==> src/rtl/core/tcw_pkg.sv <==
// ============================================================================
// tcw_pkg
// Shared widths, operation codes and character codes of the text console
// writer.
// ============================================================================
package tcw_pkg;

    localparam int OP_W       = 2;
    localparam int CHAR_W     = 8;
    localparam int ADDR_W     = 11;
    localparam int OFFSET_W   = 11;
    localparam int CELL_W     = 16;
    localparam int ATTR_W     = 8;

    localparam int S_TDATA_W  = 24;
    localparam int S_TUSER_W  = 2;
    localparam int M_TDATA_W  = 32;

    localparam int APB_ADDR_W = 3;
    localparam int APB_DATA_W = 32;

    localparam logic [0:0] REG_ATTR = 1'b0;

    localparam logic [ATTR_W-1:0] ATTR_RESET = 8'h07;

    localparam logic [OP_W-1:0] OP_PUT   = 2'd0;
    localparam logic [OP_W-1:0] OP_READ  = 2'd1;
    localparam logic [OP_W-1:0] OP_CLEAR = 2'd2;

    localparam logic [CHAR_W-1:0] CH_BS       = 8'h08;
    localparam logic [CHAR_W-1:0] CH_TAB      = 8'h09;
    localparam logic [CHAR_W-1:0] CH_LF       = 8'h0A;
    localparam logic [CHAR_W-1:0] CH_CR       = 8'h0D;
    localparam logic [CHAR_W-1:0] CH_PRINT_LO = 8'h20;
    localparam logic [CHAR_W-1:0] CH_PRINT_HI = 8'h7F;
    localparam logic [CHAR_W-1:0] BLANK_CHAR  = 8'h20;

endpackage

==> src/rtl/core/tcw_seq.sv <==
// ============================================================================
// tcw_seq
// Sequencer: cursor, character decode, scroll and fill sweeps over the
// store, and the result register.
// ============================================================================
module tcw_seq #(
    parameter int COLUMNS  = 80,
    parameter int LINES    = 25,
    parameter int TAB_SIZE = 8,
    parameter int AW       = 11
) (
    input  logic                           i_clk,
    input  logic                           i_rst_n,
    input  logic [tcw_pkg::ATTR_W-1:0]     i_attr,
    input  logic                           i_valid,
    output logic                           o_ready,
    input  logic [tcw_pkg::OP_W-1:0]       i_op,
    input  logic [tcw_pkg::CHAR_W-1:0]     i_char,
    input  logic [tcw_pkg::ADDR_W-1:0]     i_addr,
    output logic                           o_valid,
    input  logic                           i_ready,
    output logic [tcw_pkg::OFFSET_W-1:0]   o_offset,
    output logic [tcw_pkg::CELL_W-1:0]     o_cell,
    output logic                           o_scroll,
    output logic                           o_we,
    output logic [AW-1:0]                  o_waddr,
    output logic [tcw_pkg::CELL_W-1:0]     o_wdata,
    output logic                           o_re,
    output logic [AW-1:0]                  o_raddr,
    input  logic [tcw_pkg::CELL_W-1:0]     i_rdata
);

    localparam int CELLS    = LINES * COLUMNS;
    localparam int CW       = $clog2(COLUMNS + 1);
    localparam int LW       = $clog2(LINES);
    localparam int PW       = $clog2(TAB_SIZE);
    localparam int TW       = $clog2(COLUMNS + TAB_SIZE + 1);
    localparam int OW       = AW + 1;
    localparam int XW       = ((AW > tcw_pkg::ADDR_W) ? AW : tcw_pkg::ADDR_W) + 1;
    localparam int FW       = (OW > tcw_pkg::OFFSET_W) ? OW : tcw_pkg::OFFSET_W;
    localparam int COPY_END = (LINES - 1) * COLUMNS;
    localparam int COL_PH   = COLUMNS % TAB_SIZE;

    typedef enum logic [2:0] {
        ST_IDLE,
        ST_FILL,
        ST_SCROLL,
        ST_POST,
        ST_DONE
    } t_state;

    t_state                       r_state;
    logic                         r_init;
    logic [AW-1:0]                r_cnt;
    logic [tcw_pkg::CELL_W-1:0]   r_fill_val;
    logic [CW-1:0]                r_col;
    logic [LW-1:0]                r_line;
    logic [PW-1:0]                r_phase;
    logic [tcw_pkg::CHAR_W-1:0]   r_char;
    logic                         r_put_pend;
    logic                         r_scroll;
    logic                         r_is_read;
    logic                         r_rd_ok;
    logic                         r_out_valid;
    logic [tcw_pkg::OFFSET_W-1:0] r_out_offset;
    logic [tcw_pkg::CELL_W-1:0]   r_out_cell;
    logic                         r_out_scroll;

    logic                         accept;
    logic                         is_print;
    logic                         wrap;
    logic                         last_line;
    logic                         rd_ok;
    logic                         need_scroll;
    logic                         direct_write;
    logic [OW-1:0]                line_base;
    logic [OW-1:0]                put_addr;
    logic [OW-1:0]                rd_next;
    logic [TW-1:0]                tab_next;
    logic [XW-1:0]                addr_x;
    logic [FW-1:0]                offset_f;
    logic [tcw_pkg::CELL_W-1:0]   blank;
    logic [PW-1:0]                phase_inc;
    logic [PW-1:0]                phase_dec;
    logic                         out_load;

    assign accept    = i_valid && (r_state == ST_IDLE);
    assign is_print  = (i_char >= tcw_pkg::CH_PRINT_LO) && (i_char <= tcw_pkg::CH_PRINT_HI);
    assign wrap      = (r_col == CW'(COLUMNS));
    assign last_line = (r_line == LW'(LINES - 1));
    assign line_base = OW'(r_line) * OW'(COLUMNS);
    assign put_addr  = wrap ? (line_base + OW'(COLUMNS)) : (line_base + OW'(r_col));
    assign rd_next   = OW'(r_cnt) + OW'(COLUMNS + 1);
    assign tab_next  = TW'(r_col) + TW'(TAB_SIZE) - TW'(r_phase);
    assign addr_x    = XW'(i_addr);
    assign rd_ok     = (addr_x < XW'(CELLS));
    assign offset_f  = FW'(line_base + OW'(r_col));
    assign blank     = {i_attr, tcw_pkg::BLANK_CHAR};
    assign phase_inc = (r_phase == PW'(TAB_SIZE - 1)) ? '0 : r_phase + 1'b1;
    assign phase_dec = (r_phase == '0) ? PW'(TAB_SIZE - 1) : r_phase - 1'b1;
    assign out_load  = (r_state == ST_DONE) && (!r_out_valid || i_ready);

    assign need_scroll = (i_op == tcw_pkg::OP_PUT) && last_line &&
                         ((i_char == tcw_pkg::CH_LF) || (is_print && wrap));
    assign direct_write = (i_op == tcw_pkg::OP_PUT) && is_print && !(wrap && last_line);

    always_comb begin
        o_we    = 1'b0;
        o_waddr = r_cnt;
        o_wdata = r_fill_val;
        o_re    = 1'b0;
        o_raddr = rd_next[AW-1:0];
        unique case (r_state)
            ST_IDLE: begin
                if (accept && direct_write) begin
                    o_we    = 1'b1;
                    o_waddr = put_addr[AW-1:0];
                    o_wdata = {i_attr, i_char};
                end
                if (accept && (i_op == tcw_pkg::OP_READ) && rd_ok) begin
                    o_re    = 1'b1;
                    o_raddr = addr_x[AW-1:0];
                end
                if (accept && need_scroll) begin
                    o_re    = 1'b1;
                    o_raddr = AW'(COLUMNS);
                end
            end
            ST_FILL: begin
                o_we = 1'b1;
            end
            ST_SCROLL: begin
                o_we    = 1'b1;
                o_wdata = (OW'(r_cnt) < OW'(COPY_END)) ? i_rdata : blank;
                o_re    = (rd_next < OW'(CELLS));
            end
            ST_POST: begin
                o_we    = 1'b1;
                o_waddr = AW'(COPY_END);
                o_wdata = {i_attr, r_char};
            end
            ST_DONE: begin
            end
            default: begin
            end
        endcase
    end

    always_ff @(posedge i_clk) begin
        if (!i_rst_n) begin
            r_state     <= ST_FILL;
            r_init      <= 1'b1;
            r_cnt       <= '0;
            r_fill_val  <= '0;
            r_col       <= '0;
            r_line      <= '0;
            r_phase     <= '0;
            r_out_valid <= 1'b0;
        end else begin
            if (r_out_valid && i_ready && !out_load) begin
                r_out_valid <= 1'b0;
            end
            unique case (r_state)
                ST_IDLE: begin
                    if (accept) begin
                        r_state    <= ST_DONE;
                        r_scroll   <= 1'b0;
                        r_is_read  <= 1'b0;
                        r_rd_ok    <= rd_ok;
                        r_char     <= i_char;
                        r_put_pend <= 1'b0;
                        r_cnt      <= '0;
                        unique case (i_op)
                            tcw_pkg::OP_PUT: begin
                                if (i_char == tcw_pkg::CH_BS) begin
                                    if (r_col != '0) begin
                                        r_col   <= r_col - 1'b1;
                                        r_phase <= phase_dec;
                                    end else if (r_line != '0) begin
                                        r_col   <= CW'(COLUMNS);
                                        r_line  <= r_line - 1'b1;
                                        r_phase <= PW'(COL_PH);
                                    end
                                end else if (i_char == tcw_pkg::CH_TAB) begin
                                    if (tab_next >= TW'(COLUMNS)) begin
                                        r_col   <= CW'(COLUMNS);
                                        r_phase <= PW'(COL_PH);
                                    end else begin
                                        r_col   <= tab_next[CW-1:0];
                                        r_phase <= '0;
                                    end
                                end else if (i_char == tcw_pkg::CH_LF) begin
                                    r_col   <= '0;
                                    r_phase <= '0;
                                    if (last_line) begin
                                        r_state  <= ST_SCROLL;
                                        r_scroll <= 1'b1;
                                    end else begin
                                        r_line <= r_line + 1'b1;
                                    end
                                end else if (i_char == tcw_pkg::CH_CR) begin
                                    r_col   <= '0;
                                    r_phase <= '0;
                                end else if (is_print) begin
                                    if (wrap && last_line) begin
                                        r_state    <= ST_SCROLL;
                                        r_scroll   <= 1'b1;
                                        r_put_pend <= 1'b1;
                                    end else if (wrap) begin
                                        r_line  <= r_line + 1'b1;
                                        r_col   <= CW'(1);
                                        r_phase <= PW'(1);
                                    end else begin
                                        r_col   <= r_col + 1'b1;
                                        r_phase <= phase_inc;
                                    end
                                end
                            end
                            tcw_pkg::OP_READ: begin
                                r_is_read <= 1'b1;
                            end
                            tcw_pkg::OP_CLEAR: begin
                                r_state    <= ST_FILL;
                                r_fill_val <= blank;
                                r_col      <= '0;
                                r_line     <= '0;
                                r_phase    <= '0;
                            end
                            default: begin
                            end
                        endcase
                    end
                end
                ST_FILL: begin
                    if (r_cnt == AW'(CELLS - 1)) begin
                        r_state <= r_init ? ST_IDLE : ST_DONE;
                        r_init  <= 1'b0;
                    end else begin
                        r_cnt <= r_cnt + 1'b1;
                    end
                end
                ST_SCROLL: begin
                    if (r_cnt == AW'(CELLS - 1)) begin
                        r_state <= r_put_pend ? ST_POST : ST_DONE;
                        r_col   <= '0;
                        r_phase <= '0;
                    end else begin
                        r_cnt <= r_cnt + 1'b1;
                    end
                end
                ST_POST: begin
                    r_state <= ST_DONE;
                    r_col   <= CW'(1);
                    r_phase <= PW'(1);
                end
                ST_DONE: begin
                    if (out_load) begin
                        r_state      <= ST_IDLE;
                        r_out_valid  <= 1'b1;
                        r_out_offset <= offset_f[tcw_pkg::OFFSET_W-1:0];
                        r_out_cell   <= (r_is_read && r_rd_ok) ? i_rdata : '0;
                        r_out_scroll <= r_scroll;
                    end
                end
                default: begin
                    r_state <= ST_IDLE;
                end
            endcase
        end
    end

    assign o_ready  = (r_state == ST_IDLE);
    assign o_valid  = r_out_valid;
    assign o_offset = r_out_offset;
    assign o_cell   = r_out_cell;
    assign o_scroll = r_out_scroll;

    a_col_bound: assert property (@(posedge i_clk) disable iff (!i_rst_n)
        r_col <= CW'(COLUMNS))
        else $error("Cursor column is past the line end.");

    a_line_bound: assert property (@(posedge i_clk) disable iff (!i_rst_n)
        r_line <= LW'(LINES - 1))
        else $error("Cursor line is past the last line.");

    a_scroll_ahead: assert property (@(posedge i_clk) disable iff (!i_rst_n)
        (r_state == ST_SCROLL) && o_re |-> (o_raddr > o_waddr))
        else $error("Scroll read does not run ahead of the write.");

    a_out_from_done: assert property (@(posedge i_clk) disable iff (!i_rst_n)
        $rose(r_out_valid) |-> $past(r_state == ST_DONE))
        else $error("Result loaded outside the done state.");

endmodule

==> config.mk <==
export PLATFORM = sky130hd
export DESIGN_NAME = tcw_seq
export DESIGN_NICKNAME = d
export VERILOG_FILES = /design/src/rtl/core/tcw_pkg.sv /design/src/rtl/core/tcw_seq.sv
export SDC_FILE = /design/constraint.sdc
export NUM_CORES = 1
export LEC_CHECK = 0
export BUFFER_PORTS_ARGS = -buffer_cell sky130_fd_sc_hd__buf_4
export CELL_PAD_IN_SITES_DETAIL_PLACEMENT = 0
export CELL_PAD_IN_SITES_GLOBAL_PLACEMENT = 1
export CORE_UTILIZATION = 35
export CTS_BUF_LIST = sky130_fd_sc_hd__clkbuf_4 sky130_fd_sc_hd__clkbuf_8
export CTS_CLUSTER_DIAMETER = 50
export CTS_CLUSTER_SIZE = 12
export DETAILED_ROUTE_END_ITERATION = 10
export GPL_ROUTABILITY_DRIVEN = 0
export MAX_ROUTING_LAYER = met4
export PLACE_DENSITY_LB_ADDON = 0.05
export SLEW_MARGIN = 20
export SYNTH_ARGS = -nofsm -noshare
export SYNTH_HDL_FRONTEND = slang
export SYNTH_SLANG_ARGS = --single-unit
==> constraint.sdc <==
create_clock -name i_clk -period 5.4 [get_ports i_clk]
set_input_delay 1.08 -clock i_clk [delete_from_list [all_inputs] [get_ports i_clk]]
set_output_delay 1.08 -clock i_clk [all_outputs]
set_load 0.005 [all_outputs]
; Word-level counts from Yosys, hierarchy flattened
; Index checks and enable logic that the tools add are counted.
; Widths: inputs -> output; s select.
[totals]
reg_bits = 80
in_bits = 49
wordCells = 189
[op_classes]
n_addsub = 12
multipliers = 1
order_cmp = 6
n_eq_ne = 31
muxes = 81
n_bitwise = 1
n_reduce_logical = 41
[ops]
columns = op, count
row1 = $mux 7, 12
row2 = $mux 3, 26
row3 = $mux 11, 7
row4 = $mux 5, 10
row5 = $pmux 16 s3, 1
row6 = $pmux 11 s2, 2
row7 = $eq 8x4->1 const B, 4
row8 = $mux 16, 2
row9 = $lt 11x11->1 const B, 2
row10 = $pmux 7 s3, 1
row11 = $logic_and 1x1->1, 16
row12 = $pmux 3 s5, 1
row13 = $pmux 7 s2, 1
row14 = $add 11x7->12 const B, 1
row15 = $lt 12x11->1 const B, 1
row16 = $mux 1, 12
row17 = $pmux 3 s2, 2
row18 = $reduce_and 3->1, 4
row19 = $add 11x1->11 const B, 1
row20 = $add 11x7->11, 1
row21 = $add 11x7->11 const B, 1
row22 = $eq 11x11->1 const B, 1
row23 = $reduce_and 11->1, 1
row24 = $pmux 5 s2, 1
row25 = other kinds (47), 62

; Longest topological paths before layout
; Gate-level depths: netlist of the first run.
[depth]
depth_word = 12
mapped_depth = 11

; Least setup slack after synthesis of the first run
; OpenSTA, ideal clock, no wires.
[synth_path]
kind = input to output
startpoint = in i_char[7] (netlist name)
endpoint = out o_re
t_arrival_ns = 2.502
setup_slack_ns = 1.818
cell_stages = 7
path_buffers = 1
path_cell_list = nor2_1 > nand3_1 > or3_1 > a21oi_1 > a21o_1 > clkbuf_1 > o21bai_1
[synth_between]
elab_chain_len = 8
elab_cells_between_ends = 10
classes_between = order compare: 2 / eq/ne: 1 / mux: 2 / reduce/logical: 5
[synth_lines]
columns = element, line_no
row1 = "start, declared", tcw_seq.sv:18  ; input logic [tcw_pkg::CHAR_W-1:0] i_char,
row2 = $ge 8x6->1 or $le 8x7->1 (tied branches), tcw_seq.sv:88  ; assign is_print = (i_char >= tcw_pkg::CH_PRINT_LO) && (i_char <= tcw_pkg::CH_PRINT_HI);
row3 = $logic_and 1x1->1, tcw_seq.sv:88
row4 = $logic_and 1x1->1, tcw_seq.sv:104  ; ((i_char == tcw_pkg::CH_LF) || (is_print && wrap));
row5 = $logic_or 1x1->1 *, tcw_seq.sv:104
row6 = $logic_and 1x1->1 *, tcw_seq.sv:103  ; assign need_scroll = (i_op == tcw_pkg::OP_PUT) && last_line &&
row7 = $logic_and 1x1->1 *, tcw_seq.sv:124  ; if (accept && need_scroll) begin
row8 = $mux 1 *, tcw_seq.sv:124
row9 = $pmux 1 s2 *, tcw_seq.sv:113  ; unique case (r_state)
row10 = "end, declared", tcw_seq.sv:28  ; output logic o_re,
; Every way passes the cells marked *; elsewhere a longest branch is shown, timed or not.

; Worst setup path after layout of the first run
[layout_path]
startpoint = reg r_col[0]
endpoint = out o_wdata[13] (netlist name)
[layout_between]
elab_chain_len = 7
[layout_lines]
columns = element, line_no
row1 = "start, declared", tcw_seq.sv:56  ; logic [CW-1:0] r_col;
row2 = "start signal, assigned", tcw_seq.sv:177  ; r_col <= r_col - 1'b1;
row3 = "start signal, assigned", tcw_seq.sv:180  ; r_col <= CW'(COLUMNS);
row4 = "start signal, assigned", tcw_seq.sv:186  ; r_col <= CW'(COLUMNS);
row5 = $eq 7x7->1, tcw_seq.sv:89  ; assign wrap = (r_col == CW'(COLUMNS));
row6 = $logic_and 1x1->1, tcw_seq.sv:105  ; assign direct_write = (i_op == tcw_pkg::OP_PUT) && is_print && !(wrap && last_line);
row7 = $logic_not 1->1, tcw_seq.sv:105
row8 = $logic_and 1x1->1, tcw_seq.sv:105
row9 = $logic_and 1x1->1, tcw_seq.sv:115  ; if (accept && direct_write) begin
row10 = $mux 16, tcw_seq.sv:115
row11 = $pmux 16 s3, tcw_seq.sv:113
row12 = "end, declared", tcw_seq.sv:27  ; output logic [tcw_pkg::CELL_W-1:0] o_wdata,
; No other way between the ends.

==> results of run 1 <==
[per-layer routing]
layer / up-vias / track usage (%) / routed length [um]
met5: - / - / 0
met4: 0 / 6.99 / 275
met3: 22 / 3.62 / 995
met2: 146 / 36.1 / 8350
met1: 2478 / 27.9 / 7840
li1: 2542 / - / -
[report_power, final]
part	switching, mW	internal, mW	leakage (nW)
clock	0.251	0.219	0.102
sequential	0.00418	0.634	0.694
combinational	0.0411	0.0421	2.02
total	0.297	0.895	2.82
[synth_stat cells, types with 3 or more instances]
| master | n |
|---|---|
| a22o_1 | 3 |
| a311oi_1 | 3 |
| xnor2_1 | 27 |
| or3_1 | 9 |
| dfxtp_1 | 40 |
| o211ai_1 | 3 |
| nor4b_1 | 3 |
| nor2b_1 | 5 |
| clkbuf_1 | 21 |
| o2111ai_1 | 3 |
| o41ai_1 | 3 |
| nand4_1 | 10 |
| a22oi_1 | 9 |
| xor2_1 | 20 |
| a222oi_1 | 6 |
| ha_1 | 31 |
| a21o_1 | 8 |
| buf_2 | 11 |
| o31ai_1 | 4 |
| nor4_1 | 4 |
| a31oi_1 | 9 |
| nand2b_1 | 10 |
| nand3_1 | 23 |
| edfxtp_1 | 40 |
| o21ai_0 | 36 |
| nand2_1 | 91 |
| mux2i_1 | 5 |
| inv_1 | 26 |
| o21a_1 | 5 |
| nor2_1 | 41 |
| a21oi_1 | 24 |
| nor3_1 | 15 |
| and3_1 | 21 |
| fa_1 | 4 |
| a21boi_0 | 17 |
[worst max-delay path, delay by kind of cell (launching register included)]
| kind | cells | cell delay [ns] |
|---|---|---|
| adder cells (fa/ha/maj) | 1 | 0.21 |
| buffers and inverters | 2 | 0.25 |
| AO/OA/AOI/OAI | 2 | 0.80 |
| AND/OR/NAND/NOR | 4 | 1.43 |
| flip-flops | 1 | 0.38 |
[path summary, 6_finish.rpt]
path                               endpoint  slack [ns]  depth (start not counted)
worst max-delay path            o_wdata[13]        0.87                          9
worst min-delay path               o_scroll        0.43                          0
worst max register to register     r_col[3]        2.26                          7
worst min register to register     o_scroll        0.43                          0
[placed cells by master, fill, tap and decap left out, types with 6 or more instances in the layout]
cell	n
a21boi_0	17
a21o_1	8
a21oi_1	24
a222oi_1	6
a22oi_1	9
a31oi_1	9
and3_1	21
buf_4	121
clkbuf_8	9
dfxtp_1	40
edfxtp_1	40
ha_1	31
inv_1	26
nand2_1	91
nand2b_1	10
nand3_1	23
nand4_1	10
nor2_1	40
nor3_1	15
o21ai_0	36
or3_1	9
xnor2_1	27
xor2_1	20
[flip-flops by register name (all words and copies together), names as in the netlist]
name / count
o_valid: 1
o_scroll: 1
r_state: 3
o_cell: 16
r_char: 8
r_fill_val: 9
r_rd_ok: 1
r_scroll: 1
r_col: 7
r_phase: 3
r_cnt: 11
r_put_pend: 1
r_line: 5
o_offset: 11
r_init: 1
r_is_read: 1
[cell type report]
class                           instances  area share [%]
Multi-Input combinational cell        500            49.0
Tap cell                              211            3.87
Clock inverter                          7            1.14
Sequential cell                        80            29.4
Clock buffer                            9            1.82
Inverter                               27            1.49
Timing Repair Buffer                  121            13.3
[cell families after synthesis]
logic type / share of synthesized area [%]
AOI/OAI and AO/OA: 20.4
xor gates and xnor gates: 7.36
adders and majority gates: 8.37
buffers and inverters: 4.54
DFF: 35.8
muxes: 1.10
and+or+nand+nor: 22.4
[metrics by stage]
stage	total power [mW]	setup WS [ns]
6_report	1.19	0.869
5_1_grt	1.23	0.534
4_1_cts	1.20	0.835
3_5_place_dp	0.735	1.24
3_3_place_gp	0.734	1.28
2_1_floorplan	0.682	1.82
==> flow_summary.toml, run 1 <==
[detailed_routing]
detail-route-antenna-nets = 0
vias_per_cell = 5.43
avgRoutedWirePerCell_um = 18.3
dr.pass1.iters = 5
drc = 0
drt_iter0_drc = 368
routed_wl_um = 17500
vias = 5188

[sta]
drv_slew = 0
tns_ns = 0
fmax_ghz = 0.221
hold_slack_ns = 0.429
tightest_slew_ns = 1.11
slew_headroom_pct = 25.5
finClkSkew_ns = 0.00968
min_period_over_period_pct = 83.9
fin_crit_ns = 4.53
rsz0062_at_grt = "false"
setup_violations = 0
hold_viol_final = 0

[cells_and_area]
fillers = 1568
area_growth_pct = 21.9
final_nets = 823
multiInputGateArea_um2 = 3340
design_area_um2 = 6820
utilization_pct = 44.3
n_antenna_cell = 0
drive_above_1_share_pct = 20.4
instances_no_fill = 955
regArea_um2 = 2000

[clock_network]
clk_pin_slew_worst_paths_ns = 0.09
clkSinkCount = 80
clk_path_buf_depth = 2
htreeDepth = 3
root_buffer = "clkbuf_8"
cts_tree = "yes"
clk_latency_ns = 0.38
post_cts_buffers = 0
cts_made_buffers = 9
cts_resized = 0
hold_buffers = 0

[yosys]
ys_dominant_reg_cell = "edfxtp_1"
synth_seq_cells = 80
avgSynthCellArea_um2 = 8.73
yosysSeqAreaShare_pct = 35.8
ys_warn_count = 0
async_reset_ff_share_pct = 0
synth_area_leaders = "edfxtp_1 21%, dfxtp_1 14%, ha_1 6.9%"
synth_area_um2 = 5590
syn-instance-count = 641
yosys.area.top_type = "edfxtp_1"
yosysTopAreaCellShare_pct = 21.5
synth_edf_count = 40
synth_cell_types = 75
syn-num-nets = 725

[placement]
dp.cells = 939
dp_hpwl_um = 13500
io_buffers = 118
placed_area_um2 = 6620

[global_route]
grt_util_all_layers_pct = 22.1
grt_max_degree = 37
grt_pass1_vias = 4925
grt_pass1_wl_um = 26900
antenna_found_initial = 0
grt_overflow = 0

[power]
power.density_nw_per_um2 = 175
ir_worst_vdd_uv = 143
leakagePower_nw = 2.82

[critical_path]
crit_slowest_cell = "o2111a_1"
cp.required_ns = 4.32
startpoint = "r_col[0]"
worstSetupPathType = "reg -> out"
crit_arrival_ns = 3.45
end_kind = "primary output"
start_kind = "flip-flop"
worstReg2RegStart = "r_col[2]"
crit_path_cell_trace = "inv_1, ha_1, nor3b_2, nand3_1, o2111a_1, nor2_1, o21ai_0, nand2_1, buf_4"
max_stage_delay_ns = 0.62
path_max_fanout = 14

[floorplanning]
initial_core_util_pct = 36.4
core_um2 = 15400
die_y_um = 128
io_pins = 119
row_count = 45
die_area_um2 = 16500
die_w_um = 128

[run_status]
status = "finished, final reports clean"

[hold_path]
min_from = "r_scroll"
min_path_type = "reg -> reg"

[job]
max_cap_violations = 0
No activity file was read; power rests on OpenSTA's default activity.
==> run 2, diff against run 1 <==
clock period = 3.86 ns   (was 5.4 ns; I/O delays follow)
==> run 2 against run 1 <==
Compared with the run above:
- count of clock-buffer cells in the layout unchanged
- core utilization is 1.2 points higher
- sequential cell count is the same
- routed wire length is 1.1% higher
- highest routed layer unchanged
- design area is 2.7% higher
- clock skew grew 0.0021 ns
- critical path depth is the same
- first-iteration DRC count up 5.7%
- register-to-register slack got worse by 1.4 ns
- clock power is 36% higher
==> flow_summary.toml, run 2 (synthesized netlist as in run 1, its figures left out) <==
[global_route]
grt_pass1_vias = 4847
grt_pass1_wl_um = 27200
antenna_found_initial = 0
grt_overflow = 0
top_usage_layer = "met2"
met2_usage_pct = 34.8
grt_util_all_layers_pct = 22.3
met1_usage_pct = 29.5
grt_max_degree = 37
grt_use_met3_pct = 3.28

[clock_network]
htreeDepth = 3
cts_made_buffers = 9
clk_pin_slew_worst_paths_ns = 0.09
clk_latency_ns = 0.38
hold_buffers = 0
clk_path_buf_depth = 2
cts_tree = "yes"
clkSinkCount = 80
root_buffer = "clkbuf_8"

[job]
max_cap_violations = 0

[floorplanning]
die_w_um = 128
initial_core_util_pct = 36.4
row_count = 45
die_y_um = 128
io_pins = 119
core_um2 = 15400
die_area_um2 = 16500

[cells_and_area]
fillers = 1571
area_growth_pct = 25.2
regArea_um2 = 2000
final_common_cell = "buf_4"
layout_common_cells = "143 x buf_4, 91 x nand2_1, 40 x nor2_1, 40 x edfxtp_1, 39 x dfxtp_1"
multiInputGateArea_um2 = 3360
largest_reg_flops = 16
instances_no_fill = 977
drive_above_1_share_pct = 23.4
utilization_pct = 45.6
final_nets = 845
design_area_um2 = 7000
n_antenna_cell = 0

[placement]
io_buffers = 118
dp_slack_ns = 0.403
dp.cells = 959
placed_area_um2 = 6770
dp_hpwl_um = 13600

[sta]
hold_slack_ns = 0.431
rsz0062_at_grt = "false"
drv_slew = 0
tns_ns = 0
setup_violations = 0
finClkSkew_ns = 0.0118
slew_headroom_pct = 57.0
fin_crit_ns = 3.76
fmax_ghz = 0.266
tightest_slew_ns = 0.642
hold_viol_final = 0
fin_ws_ns = 0.0990
min_period_over_period_pct = 97.4

[hold_path]
min_path_type = "reg -> reg"

[detailed_routing]
drc = 0
avgRoutedWirePerCell_um = 18.1
dr.pass1.iters = 6
vias = 5243
vias_per_cell = 5.37
drt_iter0_drc = 389
detail-route-antenna-nets = 0
routed_wl_um = 17600

[power]
ir_worst_vdd_uv = 126
power_mw = 1.65
power.density_nw_per_um2 = 235
leakagePower_nw = 2.92

[critical_path]
cp.required_ns = 3.09
crit_arrival_ns = 2.99
crit_path_cell_trace = "ha_1, ha_2, fa_2, nand2_1, or2_2, nor3b_4, xnor2_2, o211ai_1, buf_4"
start_kind = "flip-flop"
crit_slowest_cell = "fa_2"
max_stage_delay_ns = 0.60
path_max_fanout = 6
worstSetupPathType = "reg -> out"
end_kind = "primary output"

[run_status]
status = "finished, final reports clean"
[run 2: timing repair]
item / 4_1_cts / 5_1_grt
pin swaps: 0 / 3
gates resized for setup: 1 / 6
buffers inserted: 0 / 2
gates cloned: 0 / 0
endpoints found under the setup margin: 1 / 21
[run 2: final cells by class]
type	instances	share of cell area, %
inverter	27	1.45
sequential	80	28.6
tap	211	3.77
clock buffer	9	1.77
timing repair buffer	143	15.3
multi-input combinational	500	48.1
clock inverter	7	1.02
[run 2: worst max-delay path: cells and delay by family, from the launching register on]
family                   cells  cell delay (ns)
flip-flops                   1             0.36
AO/OA/AOI/OAI                1             0.28
AND/OR/NAND/NOR              3             0.61
buffers and inverters        1             0.16
adder cells (fa/ha/maj)      3             1.11
XOR/XNOR                     1             0.11
[run 2: power breakdown]
| part | total [mW] | internal (mW) | switching, mW | leakage, nW |
|---|---|---|---|---|
| Clock | 0.639 | 0.299 | 0.340 | 0.0949 |
| Sequential | 0.893 | 0.887 | 0.00587 | 0.694 |
| Combinational | 0.117 | 0.0597 | 0.0572 | 2.13 |
[run 2: worst paths after layout]
check / slack [ns] / to / startpoint / cells after the start
worst min register to register: 0.43 / o_scroll / r_scroll / 0
worst max register to register: 0.90 / r_col[3] / r_col[1] / 8
worst min-delay path: 0.43 / o_scroll / r_scroll / 0
worst max-delay path: 0.1 / o_waddr[10] / r_line[3] / 9
[run 2: routing by layer]
layer | vias up | share of wire (%)
met2 | 137 | 46
li1 | 2573 | -
met3 | 16 | 4.9
met5 | - | 0
met4 | 0 | 1.6
met1 | 2517 | 47
